File: src/rtl/hrs_pkg.sv
package hrs_pkg;

    // Hue wheel geometry: six half segments of 255 steps each.
    localparam int unsigned HUE_STEPS = 1530;
    localparam int unsigned HUE_LAST  = 1529;
    localparam int unsigned SEG_LEN   = 510;
    localparam int unsigned HALF_SEG  = 255;

    // Reciprocals for exact division by a constant: floor(x * R >> S).
    // 1529: x < 2**22, shift 33.  255: x < 2**16, shift 24.
    localparam logic [22:0] RECIP_1529 = 23'd5618009;
    localparam int unsigned RECIP_1529_SHIFT = 33;
    localparam logic [16:0] RECIP_255 = 17'd65794;
    localparam int unsigned RECIP_255_SHIFT = 24;

    // Normalising divider: eight quotient bits, two per stage.
    localparam int unsigned DIV_STAGES = 4;

    localparam logic [1:0] CFG_RED_END  = 2'd0;
    localparam logic [1:0] CFG_BLUE_END = 2'd1;
    localparam logic [1:0] CFG_OFFSET   = 2'd2;

    typedef enum logic [1:0] {
        SEG_RED_GREEN,
        SEG_GREEN_BLUE,
        SEG_BLUE_RED
    } seg_t;

    // Pixel data that rides alongside the divider.
    typedef struct packed {
        logic [7:0] alpha;
        logic [7:0] grey;
        logic [7:0] chroma;
        logic [7:0] rd;
        logic [7:0] gd;
        logic [7:0] bd;
    } pix_t;

    typedef struct packed {
        logic [15:0] rem;
        logic [7:0]  quo;
    } div_t;

endpackage

File: src/rtl/hrs_div.sv
module hrs_div (
    input  logic              aclk,
    input  logic              aresetn,
    input  logic              in_valid,
    output logic              in_ready,
    input  logic [15:0]       in_num,
    input  logic [7:0]        in_den,
    input  hrs_pkg::pix_t     in_side,
    output logic              out_valid,
    input  logic              out_ready,
    output logic [7:0]        out_quo,
    output hrs_pkg::pix_t     out_side
);

    localparam int unsigned NST = hrs_pkg::DIV_STAGES;

    logic              vld_reg  [NST];
    hrs_pkg::div_t     div_reg  [NST];
    logic [7:0]        den_reg  [NST];
    hrs_pkg::pix_t     side_reg [NST];

    logic              adv      [NST];
    logic              vld_in   [NST];
    hrs_pkg::div_t     div_in   [NST];
    logic [7:0]        den_in   [NST];
    hrs_pkg::pix_t     side_in  [NST];
    hrs_pkg::div_t     div_next [NST];

    // One restoring step: try to take den << sh off the partial remainder.
    function automatic hrs_pkg::div_t div_bit(input hrs_pkg::div_t x,
                                              input logic [7:0] den,
                                              input logic [2:0] sh);
        hrs_pkg::div_t r;
        logic [15:0]   trial;
        r     = x;
        trial = {8'd0, den} << sh;
        if (x.rem >= trial) begin
            r.rem     = x.rem - trial;
            r.quo[sh] = 1'b1;
        end
        return r;
    endfunction

    for (genvar j = 0; j < NST; j++) begin : g_stage
        if (j == 0) begin : g_first
            assign vld_in[j]  = in_valid;
            assign div_in[j]  = '{rem: in_num, quo: 8'd0};
            assign den_in[j]  = in_den;
            assign side_in[j] = in_side;
        end else begin : g_rest
            assign vld_in[j]  = vld_reg[j-1];
            assign div_in[j]  = div_reg[j-1];
            assign den_in[j]  = den_reg[j-1];
            assign side_in[j] = side_reg[j-1];
        end
        if (j == NST - 1) begin : g_last
            assign adv[j] = !vld_reg[j] || out_ready;
        end else begin : g_mid
            assign adv[j] = !vld_reg[j] || adv[j+1];
        end
        assign div_next[j] = div_bit(div_bit(div_in[j], den_in[j], 3'(7 - 2 * j)),
                                     den_in[j], 3'(6 - 2 * j));

        always_ff @(posedge aclk) begin
            if (!aresetn) begin
                vld_reg[j] <= 1'b0;
            end else if (adv[j]) begin
                vld_reg[j] <= vld_in[j];
            end
        end

        always_ff @(posedge aclk) begin
            if (adv[j]) begin
                div_reg[j]  <= div_next[j];
                den_reg[j]  <= den_in[j];
                side_reg[j] <= side_in[j];
            end
        end
    end

    assign in_ready  = adv[0];
    assign out_valid = vld_reg[NST-1];
    assign out_quo   = div_reg[NST-1].quo;
    assign out_side  = side_reg[NST-1];

endmodule

File: src/rtl/hue_range_squeeze_core.sv
// Hue range squeeze: remaps the hue of one RGBA pixel per item.
//
// Input channel s_*: alpha, red, green and blue bytes under s_valid/s_ready.
// Result channel m_*: the remapped pixel under m_valid/m_ready; alpha is
// carried through untouched. Every input item gives exactly one result.
// Configuration: cfg_wr_en writes cfg_wdata into register cfg_index
// (0 red end hue, 1 blue end hue, 2 hue offset) with no wait state. The
// registers should only be written while no item is in flight.
//
// Throughput is one item per clock while m_ready stays high. There are fifteen
// register stages from acceptance to m_valid: two front stages, the
// four-stage normalising divider and nine stages of hue and colour work.
//
// Reset clears all valid bits and loads the registers with red end 0, blue
// end 1529 and offset 0. When the receiver holds m_ready low the result
// stays in the output register; each stage holds only while the stage after
// it is full, so empty slots keep filling and s_ready stays high until the
// pipeline is full.
module hue_range_squeeze_core (
    input  logic        aclk,
    input  logic        aresetn,
    input  logic        cfg_wr_en,
    input  logic [1:0]  cfg_index,
    input  logic [10:0] cfg_wdata,
    input  logic        s_valid,
    output logic        s_ready,
    input  logic [7:0]  s_alpha_in,
    input  logic [7:0]  s_red_in,
    input  logic [7:0]  s_green_in,
    input  logic [7:0]  s_blue_in,
    output logic        m_valid,
    input  logic        m_ready,
    output logic [7:0]  m_alpha_out,
    output logic [7:0]  m_red_out,
    output logic [7:0]  m_green_out,
    output logic [7:0]  m_blue_out
);

    localparam int unsigned NBK = 9;

    // Payload of the back stages; each stage fills in the fields it owns.
    typedef struct packed {
        logic [7:0]  alpha;
        logic [7:0]  grey;
        logic [7:0]  chroma;
        logic [10:0] hue;
        logic [44:0] prod;
        logic [7:0]  pr;
        logic [7:0]  pg;
        logic [7:0]  pb;
        logic [15:0] cr;
        logic [15:0] cg;
        logic [15:0] cb;
        logic [32:0] sr;
        logic [32:0] sg;
        logic [32:0] sb;
    } bk_t;

    // ------------------------------------------------------------------
    // Configuration registers and the values derived from them.
    // ------------------------------------------------------------------
    logic [10:0] red_end_reg, blue_end_reg, offset_reg;
    logic [10:0] lo_next, hi_next;
    logic [10:0] off_next, off_reg;
    logic [10:0] span_next, span_reg;
    logic [10:0] base_next, base_reg;
    logic        rev_next, rev_reg;

    always_ff @(posedge aclk) begin
        if (!aresetn) begin
            red_end_reg  <= 11'd0;
            blue_end_reg <= 11'(hrs_pkg::HUE_LAST);
            offset_reg   <= 11'd0;
        end else if (cfg_wr_en) begin
            case (cfg_index)
                hrs_pkg::CFG_RED_END:  red_end_reg  <= cfg_wdata;
                hrs_pkg::CFG_BLUE_END: blue_end_reg <= cfg_wdata;
                hrs_pkg::CFG_OFFSET:   offset_reg   <= cfg_wdata;
                default: ;
            endcase
        end
    end

    // End hues above the last step are clamped; the offset is reduced once,
    // which suffices since an 11-bit value is below twice the wheel size.
    always_comb begin
        lo_next  = (red_end_reg  > 11'(hrs_pkg::HUE_LAST)) ? 11'(hrs_pkg::HUE_LAST)
                                                          : red_end_reg;
        hi_next  = (blue_end_reg > 11'(hrs_pkg::HUE_LAST)) ? 11'(hrs_pkg::HUE_LAST)
                                                          : blue_end_reg;
        rev_next = !(hi_next > lo_next);
        span_next = rev_next ? (lo_next - hi_next) : (hi_next - lo_next);
        base_next = rev_next ? hi_next : lo_next;
        off_next  = (offset_reg >= 11'(hrs_pkg::HUE_STEPS))
                  ? (offset_reg - 11'(hrs_pkg::HUE_STEPS)) : offset_reg;
    end

    always_ff @(posedge aclk) begin
        if (!aresetn) begin
            off_reg  <= 11'd0;
            span_reg <= 11'(hrs_pkg::HUE_LAST);
            base_reg <= 11'd0;
            rev_reg  <= 1'b0;
        end else begin
            off_reg  <= off_next;
            span_reg <= span_next;
            base_reg <= base_next;
            rev_reg  <= rev_next;
        end
    end

    // ------------------------------------------------------------------
    // Front stages: grey and channel differences, then chroma and the
    // dividend for the middle channel. The smallest difference is zero,
    // so only one channel ever needs a true division.
    // ------------------------------------------------------------------
    logic          f0_vld_reg, f1_vld_reg;
    logic          f0_adv, f1_adv;
    hrs_pkg::pix_t f0_reg, f0_next;
    hrs_pkg::pix_t f1_reg, f1_next;
    logic [15:0]   f1_num_reg, f1_num_next;
    logic [7:0]    grey_c;
    logic [9:0]    mid_sum;
    logic [7:0]    mid_c;
    logic          div_in_ready;

    always_comb begin
        grey_c = s_red_in;
        if (s_green_in < grey_c) begin
            grey_c = s_green_in;
        end
        if (s_blue_in < grey_c) begin
            grey_c = s_blue_in;
        end
        f0_next        = '0;
        f0_next.alpha  = s_alpha_in;
        f0_next.grey   = grey_c;
        f0_next.rd     = s_red_in   - grey_c;
        f0_next.gd     = s_green_in - grey_c;
        f0_next.bd     = s_blue_in  - grey_c;
    end

    always_comb begin
        f1_next        = f0_reg;
        f1_next.chroma = f0_reg.rd;
        if (f0_reg.gd > f1_next.chroma) begin
            f1_next.chroma = f0_reg.gd;
        end
        if (f0_reg.bd > f1_next.chroma) begin
            f1_next.chroma = f0_reg.bd;
        end
        mid_sum     = {2'd0, f0_reg.rd} + {2'd0, f0_reg.gd} + {2'd0, f0_reg.bd}
                    - {2'd0, f1_next.chroma};
        mid_c       = mid_sum[7:0];
        f1_num_next = {mid_c, 8'd0} - {8'd0, mid_c};
    end

    assign f1_adv  = !f1_vld_reg || div_in_ready;
    assign f0_adv  = !f0_vld_reg || f1_adv;
    assign s_ready = f0_adv;

    always_ff @(posedge aclk) begin
        if (!aresetn) begin
            f0_vld_reg <= 1'b0;
            f1_vld_reg <= 1'b0;
        end else begin
            if (f0_adv) begin
                f0_vld_reg <= s_valid;
            end
            if (f1_adv) begin
                f1_vld_reg <= f0_vld_reg;
            end
        end
    end

    always_ff @(posedge aclk) begin
        if (f0_adv) begin
            f0_reg <= f0_next;
        end
        if (f1_adv) begin
            f1_reg     <= f1_next;
            f1_num_reg <= f1_num_next;
        end
    end

    // ------------------------------------------------------------------
    // Normalising divider: 255 * middle / chroma.
    // ------------------------------------------------------------------
    logic          div_out_valid;
    logic          div_out_ready;
    logic [7:0]    div_quo;
    hrs_pkg::pix_t div_side;

    hrs_div u_div (
        .aclk      (aclk),
        .aresetn   (aresetn),
        .in_valid  (f1_vld_reg),
        .in_ready  (div_in_ready),
        .in_num    (f1_num_reg),
        .in_den    (f1_reg.chroma),
        .in_side   (f1_reg),
        .out_valid (div_out_valid),
        .out_ready (div_out_ready),
        .out_quo   (div_quo),
        .out_side  (div_side)
    );

    // ------------------------------------------------------------------
    // Back stages:
    //   0 normalise and find the hue index   1 rotate by the offset
    //   2 squeeze product                    3 divide by 1529 (reciprocal)
    //   4 add the base end                   5 pure colour
    //   6 chroma products                    7 divide by 255 (reciprocal)
    //   8 add grey back (output register)
    // ------------------------------------------------------------------
    logic bk_vld_reg [NBK];
    bk_t  bk_reg     [NBK];
    bk_t  bk_next    [NBK];
    logic bk_adv     [NBK];
    logic bk_vld_in  [NBK];

    function automatic logic [7:0] norm(input logic [7:0] x,
                                        input logic [7:0] chroma,
                                        input logic [7:0] quo);
        logic [7:0] n;
        if (x == 8'd0) begin
            n = 8'd0;
        end else if (x == chroma) begin
            n = 8'd255;
        end else begin
            n = quo;
        end
        return n;
    endfunction

    logic [7:0]    rn, gn, bn;
    logic [10:0]   hue_c;
    logic [11:0]   rot_c;
    logic [10:0]   t_c;
    logic [11:0]   sq_c;
    logic [10:0]   pos_c;
    logic [8:0]    down_c;
    logic          rising_c;
    logic [7:0]    up_c, ramp_dn, ramp_up;
    hrs_pkg::seg_t seg_c;

    always_comb begin
        // Stage 0: normalised channels and the 1530-step hue index.
        bk_next[0]        = '0;
        bk_next[0].alpha  = div_side.alpha;
        bk_next[0].grey   = div_side.grey;
        bk_next[0].chroma = div_side.chroma;
        rn = norm(div_side.rd, div_side.chroma, div_quo);
        gn = norm(div_side.gd, div_side.chroma, div_quo);
        bn = norm(div_side.bd, div_side.chroma, div_quo);
        if (bn == 8'd0) begin
            hue_c = (rn >= gn) ? {3'd0, gn}
                               : (11'(hrs_pkg::SEG_LEN) - {3'd0, rn});
        end else if (gn == 8'd0) begin
            hue_c = (bn >= rn) ? (11'(2 * hrs_pkg::SEG_LEN) + {3'd0, rn})
                               : (11'(hrs_pkg::HUE_STEPS) - {3'd0, bn});
        end else begin
            hue_c = (gn >= bn) ? (11'(hrs_pkg::SEG_LEN) + {3'd0, bn})
                               : (11'(2 * hrs_pkg::SEG_LEN) - {3'd0, gn});
        end
        bk_next[0].hue = hue_c;

        // Stage 1: rotation with wrap at the wheel size.
        bk_next[1] = bk_reg[0];
        rot_c = {1'b0, bk_reg[0].hue} + {1'b0, off_reg};
        if (rot_c >= 12'(hrs_pkg::HUE_STEPS)) begin
            rot_c = rot_c - 12'(hrs_pkg::HUE_STEPS);
        end
        bk_next[1].hue = rot_c[10:0];

        // Stage 2: swapped ends run the hue backwards.
        bk_next[2] = bk_reg[1];
        t_c = rev_reg ? (11'(hrs_pkg::HUE_LAST) - bk_reg[1].hue) : bk_reg[1].hue;
        bk_next[2].prod = {23'd0, {11'd0, t_c} * {11'd0, span_reg}};

        // Stage 3: multiply by the reciprocal of 1529.
        bk_next[3] = bk_reg[2];
        bk_next[3].prod = {23'd0, bk_reg[2].prod[21:0]} * {22'd0, hrs_pkg::RECIP_1529};

        // Stage 4: quotient plus the lower end, clamped to the last step.
        bk_next[4] = bk_reg[3];
        sq_c = bk_reg[3].prod[44:hrs_pkg::RECIP_1529_SHIFT] + {1'b0, base_reg};
        if (sq_c > 12'(hrs_pkg::HUE_LAST)) begin
            sq_c = 12'(hrs_pkg::HUE_LAST);
        end
        bk_next[4].hue = sq_c[10:0];

        // Stage 5: piecewise pure colour for the new index.
        bk_next[5] = bk_reg[4];
        if (bk_reg[4].hue >= 11'(2 * hrs_pkg::SEG_LEN)) begin
            seg_c = hrs_pkg::SEG_BLUE_RED;
            pos_c = bk_reg[4].hue - 11'(2 * hrs_pkg::SEG_LEN);
        end else if (bk_reg[4].hue >= 11'(hrs_pkg::SEG_LEN)) begin
            seg_c = hrs_pkg::SEG_GREEN_BLUE;
            pos_c = bk_reg[4].hue - 11'(hrs_pkg::SEG_LEN);
        end else begin
            seg_c = hrs_pkg::SEG_RED_GREEN;
            pos_c = bk_reg[4].hue;
        end
        rising_c = pos_c < 11'(hrs_pkg::HALF_SEG);
        up_c     = pos_c[7:0];
        down_c   = 9'(hrs_pkg::SEG_LEN) - pos_c[8:0];
        ramp_dn  = rising_c ? 8'd255 : down_c[7:0];
        ramp_up  = rising_c ? up_c : 8'd255;
        case (seg_c)
            hrs_pkg::SEG_RED_GREEN: begin
                bk_next[5].pr = ramp_dn;
                bk_next[5].pg = ramp_up;
                bk_next[5].pb = 8'd0;
            end
            hrs_pkg::SEG_GREEN_BLUE: begin
                bk_next[5].pr = 8'd0;
                bk_next[5].pg = ramp_dn;
                bk_next[5].pb = ramp_up;
            end
            hrs_pkg::SEG_BLUE_RED: begin
                bk_next[5].pr = ramp_up;
                bk_next[5].pg = 8'd0;
                bk_next[5].pb = ramp_dn;
            end
            default: begin
                bk_next[5].pr = 8'd0;
                bk_next[5].pg = 8'd0;
                bk_next[5].pb = 8'd0;
            end
        endcase

        // Stage 6: scale the pure colour by chroma.
        bk_next[6] = bk_reg[5];
        bk_next[6].cr = {8'd0, bk_reg[5].chroma} * {8'd0, bk_reg[5].pr};
        bk_next[6].cg = {8'd0, bk_reg[5].chroma} * {8'd0, bk_reg[5].pg};
        bk_next[6].cb = {8'd0, bk_reg[5].chroma} * {8'd0, bk_reg[5].pb};

        // Stage 7: multiply by the reciprocal of 255.
        bk_next[7] = bk_reg[6];
        bk_next[7].sr = {17'd0, bk_reg[6].cr} * {16'd0, hrs_pkg::RECIP_255};
        bk_next[7].sg = {17'd0, bk_reg[6].cg} * {16'd0, hrs_pkg::RECIP_255};
        bk_next[7].sb = {17'd0, bk_reg[6].cb} * {16'd0, hrs_pkg::RECIP_255};

        // Stage 8: take the quotients and add grey back.
        bk_next[8] = bk_reg[7];
        bk_next[8].pr = bk_reg[7].sr[hrs_pkg::RECIP_255_SHIFT +: 8] + bk_reg[7].grey;
        bk_next[8].pg = bk_reg[7].sg[hrs_pkg::RECIP_255_SHIFT +: 8] + bk_reg[7].grey;
        bk_next[8].pb = bk_reg[7].sb[hrs_pkg::RECIP_255_SHIFT +: 8] + bk_reg[7].grey;
    end

    for (genvar i = 0; i < NBK; i++) begin : g_bk
        if (i == 0) begin : g_first
            assign bk_vld_in[i] = div_out_valid;
        end else begin : g_rest
            assign bk_vld_in[i] = bk_vld_reg[i-1];
        end
        if (i == NBK - 1) begin : g_last
            assign bk_adv[i] = !bk_vld_reg[i] || m_ready;
        end else begin : g_mid
            assign bk_adv[i] = !bk_vld_reg[i] || bk_adv[i+1];
        end

        always_ff @(posedge aclk) begin
            if (!aresetn) begin
                bk_vld_reg[i] <= 1'b0;
            end else if (bk_adv[i]) begin
                bk_vld_reg[i] <= bk_vld_in[i];
            end
        end

        always_ff @(posedge aclk) begin
            if (bk_adv[i]) begin
                bk_reg[i] <= bk_next[i];
            end
        end
    end

    assign div_out_ready = bk_adv[0];

    assign m_valid     = bk_vld_reg[NBK-1];
    assign m_alpha_out = bk_reg[NBK-1].alpha;
    assign m_red_out   = bk_reg[NBK-1].pr;
    assign m_green_out = bk_reg[NBK-1].pg;
    assign m_blue_out  = bk_reg[NBK-1].pb;

`ifndef SYNTH
    // A stalled output register must keep the item behind it in place.
    a_stall_holds: assert property (@(posedge aclk) disable iff (!aresetn)
        (bk_vld_reg[NBK-1] && !m_ready && bk_vld_reg[NBK-2]) |=> bk_vld_reg[NBK-2])
        else $error("item behind a stalled output was lost");

    // The input side only refuses an item when the first stage is occupied.
    a_ready_cause: assert property (@(posedge aclk) disable iff (!aresetn)
        !s_ready |-> f0_vld_reg)
        else $error("s_ready low with an empty first stage");

    // The squeezed hue never leaves the wheel.
    a_hue_range: assert property (@(posedge aclk) disable iff (!aresetn)
        bk_vld_reg[4] |-> (bk_reg[4].hue <= 11'(hrs_pkg::HUE_LAST)))
        else $error("squeezed hue out of range");

    // Every pure colour has one channel at full scale.
    a_pure_full: assert property (@(posedge aclk) disable iff (!aresetn)
        bk_vld_reg[5] |-> (bk_reg[5].pr == 8'd255 || bk_reg[5].pg == 8'd255
                           || bk_reg[5].pb == 8'd255))
        else $error("pure colour without a full channel");
`endif

endmodule

File: config.mk
export PLATFORM = sky130hd
export DESIGN_NAME = hue_range_squeeze_core
export DESIGN_NICKNAME = d
export VERILOG_FILES = /design/src/rtl/hrs_pkg.sv /design/src/rtl/hrs_div.sv /design/src/rtl/hue_range_squeeze_core.sv
export SDC_FILE = /design/constraint.sdc
export NUM_CORES = 2
export LEC_CHECK = 0
export ABC_AREA = 1
export BUFFER_PORTS_ARGS = -buffer_cell sky130_fd_sc_hd__buf_2
export CAP_MARGIN = 40
export CORE_AREA = 8 8 426 428
export CTS_CLUSTER_SIZE = 16
export DETAILED_ROUTE_END_ITERATION = 8
export DIE_AREA = 0 0 434 436
export PLACE_DENSITY = 0.6
export SLEW_MARGIN = 15
export SYNTH_ARGS = -nofsm -noshare
export SYNTH_HDL_FRONTEND = slang
export SYNTH_SLANG_ARGS = --single-unit
File: constraint.sdc
create_clock -name aclk -period 8.1 [get_ports aclk]
set_input_delay 0.81 -clock aclk [delete_from_list [all_inputs] [get_ports aclk]]
set_output_delay 0.81 -clock aclk [all_outputs]
set_load 0.05 [all_outputs]
# [Word-level counts from Yosys, hierarchy flattened]
# Memories as Yosys holds them, arrays and structs flattened.
# Index checks and enable logic that the tools add are counted.
[word_totals] output_inout_bits=34 latchBits=0 romBits=0 mem_count=6 elab_cells=264 in_bits=50 ram_bits=2592 ff_bits=173
[mem_list] memory="bk_reg" depth=9 width=251 read_ports=9 rd_ports_with_merged_regs=0 write_ports=9 line="hue_range_squeeze_core.sv:217" text="bk_t bk_reg [NBK];"
[mem_list] memory="u_div.side_reg" depth=4 width=48 read_ports=4 rd_ports_with_merged_regs=0 write_ports=4 line="hrs_div.sv:20" text="hrs_pkg::pix_t side_reg [NST];"
[mem_list] memory="u_div.div_reg" depth=4 width=24 read_ports=4 rd_ports_with_merged_regs=0 write_ports=4 line="hrs_div.sv:18" text="hrs_pkg::div_t div_reg [NST];"
[mem_list] memory="u_div.den_reg" depth=4 width=8 read_ports=3 rd_ports_with_merged_regs=0 write_ports=4 line="hrs_div.sv:19" text="logic [7:0] den_reg [NST];"
[mem_list] memory="bk_vld_reg" depth=9 width=1 read_ports=9 rd_ports_with_merged_regs=0 write_ports=9 line="hue_range_squeeze_core.sv:216" text="logic bk_vld_reg [NBK];"
[mem_list] memory="u_div.vld_reg" depth=4 width=1 read_ports=4 rd_ports_with_merged_regs=0 write_ports=4 line="hrs_div.sv:17" text="logic vld_reg [NST];"
[op_classes] order_cmp=24 n_bitwise=13 n_shift=0 muxes=111 eq_ne=7 addsub=33 mul=8 n_reduce_logical=41 div=0
[op_table] op="$mux W11" n=15
[op_table] op="$mux W16" n=7
[op_table] op="$mul A16 B16 Y32 const B" n=3
[op_table] op="$mux W8" n=12
[op_table] op="$mux W1" n=74
[op_table] op="$pmux W24 S3" n=1
[op_table] op="$mul A8 B8 Y16" n=3
[op_table] op="$mul A22 B23 Y45 const B" n=1
[op_table] op="$add A8 B8 Y8" n=5
[op_table] op="$logic_not A8 Y1" n=5
[op_table] op="$sub A16 B8 Y16" n=2
[op_table] op="$sub A8 B8 Y8" n=4
[op_table] op="$eq A8 B8 Y1" n=3
[op_table] op="$ge A8 B8 Y1" n=3
[op_table] op="$gt A11 B11 Y1 const B" n=2
[op_table] op="$mul A11 B11 Y22" n=1
[op_table] op="$sub A11 B11 Y11" n=2
[op_table] op="$sub A11 B11 Y11 const B" n=2
[op_table] op="$mux W17" n=1
[op_table] op="$ge A16 B10 Y1" n=1
[op_table] op="$ge A16 B11 Y1" n=1
[op_table] op="$ge A16 B12 Y1" n=1
[op_table] op="$ge A16 B13 Y1" n=1
[op_table] op="$ge A16 B14 Y1" n=1
[op_table] op="other kinds (38)" n=86

# [Longest topological paths before layout]
# An unclocked memory read counts as a cell.
[logic_depth] word_depth=19 mapped_depth=40 mapped_depth_nobuf=38

# [Modules after synthesis]
# A second synthesis with hierarchy kept.
[unflattened] hier_cells=6304 area_unflattened_um2=62202.2
[by_module_without_submodules] module="hue_range_squeeze_core" seq_area_each_um2=15905.3 n_inst=1 area_per_inst_um2=48803.1 cells_per_inst=5142
[by_module_without_submodules] module="hrs_div" seq_area_each_um2=8638.3 n_inst=1 area_per_inst_um2=13399.1 cells_per_inst=1162

# [Least setup slack after synthesis]
# OpenSTA, ideal clock, no wires.
[synth_timing] kind="input -> output" startpoint="in m_ready" endpoint="out s_ready" stages=16 required_time_ps=7290 arrival_time_ps=8347 slack_ps=-1057 path_cell_list="inv_1 nand2_2 nor2_2 nand2_1 inv_2 nand2_2 nor2_4 inv_2 nor2_4 nand2_2 nor2_2 nand2_2 nor2_4 nand3_2 nor2_4 nand3_1"
[synth_lines] element="from (decl)" line="hue_range_squeeze_core.sv:32" text="input logic m_ready,"
[synth_lines] element="to (decl)" line="hue_range_squeeze_core.sv:26" text="output logic s_ready,"

==> summary.txt <==
Critical path
  – Worst r2r path cells: 31
  – Critical Path RT: 8.49 ns
  – Critical-path top delay cell: edfxtp_1
  – CP peak stage delay: 0.60 ns
  – Critical Path Start Type: flop
  – Worst setup EP type: flop
  – WP buf/inv: 8
  – Worst r2r src: bk_reg[0][468]
  – Worst R2R End: bk_reg[0][691]
  – Critical path peak fanout: 12
  – Reg2reg setup slack: 1.32 ns
  – Family with the most delay on the worst path: adder cells
  – Critical path arrival: 7.17 ns
  – Worst Setup Path Type: reg2reg

Timing
  – Hold Fails Final Rpt: 0
  – Slew @ Worst Pin: 0.882 ns
  – Tmin final: 6.78 ns
  – F_max: 0.147 GHz
  – Slew Limit Fails: 0
  – TNS Setup: 0 ns
  – RSZ-0062 raised after global routing: no
  – Period utilization: 83.7%
  – Skew final: 0.0781 ns
  – Final setup vio count: 0
  – Max_slew headroom: 40.6%

Worst hold path
  – HP Class: in2reg
  – Hold Startpoint: s_alpha_in[1]
  – End of the worst hold path: f0_reg[41]
  – Hold path depth: 1

Drt
  – Via density: 4.69
  – WL/cell: 15.2 um
  – ANT nets after route: 0
  – Drt pass-1 iters: 6
  – Drt initial violations: 2180
  – Via count: 40400
  – Drt total wl: 131000 um
  – DRC viols: 0

Yosys
  – Register area share after synthesis: 39.2%
  – Mapped Area: 0.0608 sq mm
  – Synth Net Count: 7368
  – Yosys warning total: 0
  – Synthesized instance count: 6122
  – Synth cell types: 64
  – Avg Cell Area, Syn: 9.93 sq um
  – Seq cells post-synth: 817

Clocking
  – Clk sinks: 817
  – CTS Buf Count: 91
  – Root buffer cell: clkbuf_16
  – Post-CTS resize count: 0
  – Clk Latency, worst-skew pair: 0.71 ns
  – CTS tree: built
  – Clock-pin slew of the registers on the worst-case setup and hold paths: 0.07 ns
  – Hold buffers post-CTS: 0
  – Setup bufs post-CTS: 0
  – Max clock buf depth: 3
  – H-tree depth: 3

Layout
  – Fill count: 17200
  – Diode count: 0
  – Layout area overhead: 10.4%
  – Layout net count: 7456
  – Max reg flops: 371
  – Share of post-route cells with drive strength above 1: 5.40%

Floorplan
  – Initial cell density of the core: 34.7%
  – I/O pin count: 84
  – Core box area: 0.175 sq mm
  – DIE AREA: 0.189 sq mm
  – Die X: 434 um
  – Die H: 436 um
  – Rows: 154

Global route
  – GR Overflow Total: 0
  – Initial antenna violation count: 1
  – First-pass GRT wire length: 213000 um
  – Total track usage: 13.7%
  – Vias in the first global route: 41400
  – Largest net degree at the start of global routing: 67

Placed design
  – IO Port Bufs: 83
  – Post-DP HPWL: 106000 um
  – Gpl congestion: 0.920

Job
  – Maxcap violations: 0

Status
  – Status: finished, final reports clean
## synthesized netlist by cell type (all sizes together)
cell	number	area [sq um]
o21a	15	113
mux2i	3	30.0
dfxtp	71	1420
a211o	1	8.76
xnor2	74	648
a221o	1	10.0
clkinv	3	11.3
or3	1	6.26
ha	785	9820
nor3b	3	22.5
mux2	1	11.3
nor2	303	1210
xor2	157	1380
a21boi	3	22.5
nand4	55	365
o21ai	288	1450
a21o	26	195
nand3b	14	105
o22ai	4	25.0
nand3	216	1120
fa	411	8230
edfxtp	746	22400
nand2	1128	4280
o41ai	2	17.5
inv	1168	4380
a22o	1	8.76
o211ai	16	120
or2	21	131
o221ai	3	26.3
nor3	54	285
nor4	11	75.1
a41oi	1	8.76
o2111ai	6	52.6
a31o	1	8.76
and2	4	25.0
buf	45	328
a31oi	12	75.1
a211oi	7	52.6
a221oi	2	17.5
a21oi	360	1810
o21bai	14	109
and3	1	6.26
clkbuf	75	297
o31ai	9	67.6
## cell type report
type / count / area, sq um / share of cell area (%)
inverters: 1171 / 4400 / 6.55
well taps: 2340 / 2930 / 4.36
clock inverters: 61 / 779 / 1.16
flip-flops and latches: 817 / 23800 / 35.5
multi-input cells: 4014 / 32000 / 47.6
clock buffers: 105 / 2360 / 3.52
repair buffers: 115 / 871 / 1.30
## stage by stage
stage	area (sq um)	util [%]	instances	hold WS [ns]	setup slack (ns)
floorplan	60800	-	6122	0.400	0.490
global placement	63700	36.4	8443	0.400	1.38
detailed placement	63900	36.5	8455	0.405	1.36
CTS	67100	38.3	8621	0.228	1.33
global route	67100	38.4	8623	0.239	0.812
finish	67100	38.4	8623	0.297	1.32
## logic make-up after synthesis
kind of cell	after synthesis	share of synthesized area [%]
and+or+nand+nor	1811	12.5
buffers and inverters	1291	8.26
adders and majority gates	1196	29.7
DFF	817	39.2
AOI/OAI and AO/OA	772	6.90
xor gates and xnor gates	231	3.33
muxes	4	0.0679
## how the worst max path moves through the flow
stage | from | end | slack [ns] | depth (start not counted)
after global placement | bk_reg[0][468] | bk_reg[0][691] | 1.38 | 31
after global routing | bk_reg[0][468] | bk_reg[0][691] | 0.81 | 31
final | bk_reg[0][468] | bk_reg[0][691] | 1.32 | 31
after floorplan | m_ready | s_ready | 0.49 | 16
after CTS | bk_reg[0][678] | bk_reg[0][968] | 1.33 | 21
after detailed placement | bk_reg[0][678] | bk_reg[0][968] | 1.36 | 21
## cell usage in the layout (no fill, tap or decap), drive strengths merged, types with 7 or more instances in the layout
| master | instances |
|---|---|
| clkinv | 39 |
| nor4 | 11 |
| or2 | 21 |
| nor3 | 54 |
| o211ai | 16 |
| o21bai | 14 |
| nor2 | 303 |
| inv | 1176 |
| a21o | 26 |
| xnor2 | 74 |
| bufinv | 12 |
| nand3b | 14 |
| dfxtp | 71 |
| a211oi | 7 |
| edfxtp | 746 |
| nand4 | 55 |
| o31ai | 9 |
| nand2 | 1128 |
| o21a | 15 |
| ha | 785 |
| o21ai | 288 |
| fa | 411 |
| nand3 | 216 |
| buf | 115 |
| a21oi | 360 |
| xor2 | 157 |
| a31oi | 12 |
| clkbuf | 105 |
## metal layers
| metal | up-vias | track usage, % | part of all wire (%) |
|---|---|---|---|
| met2 | 691 | 23.9 | 48 |
| met4 | 0 | 4.34 | 3.3 |
| met3 | 210 | 1.96 | 3.5 |
| met5 | - | 0 | 0 |
| met1 | 19200 | 17.6 | 45 |
| li1 | 20300 | - | - |
Power is left out: the tool's default activity adds up to more than one toggle a clock period on the data nets, which glitch-free logic cannot reach.
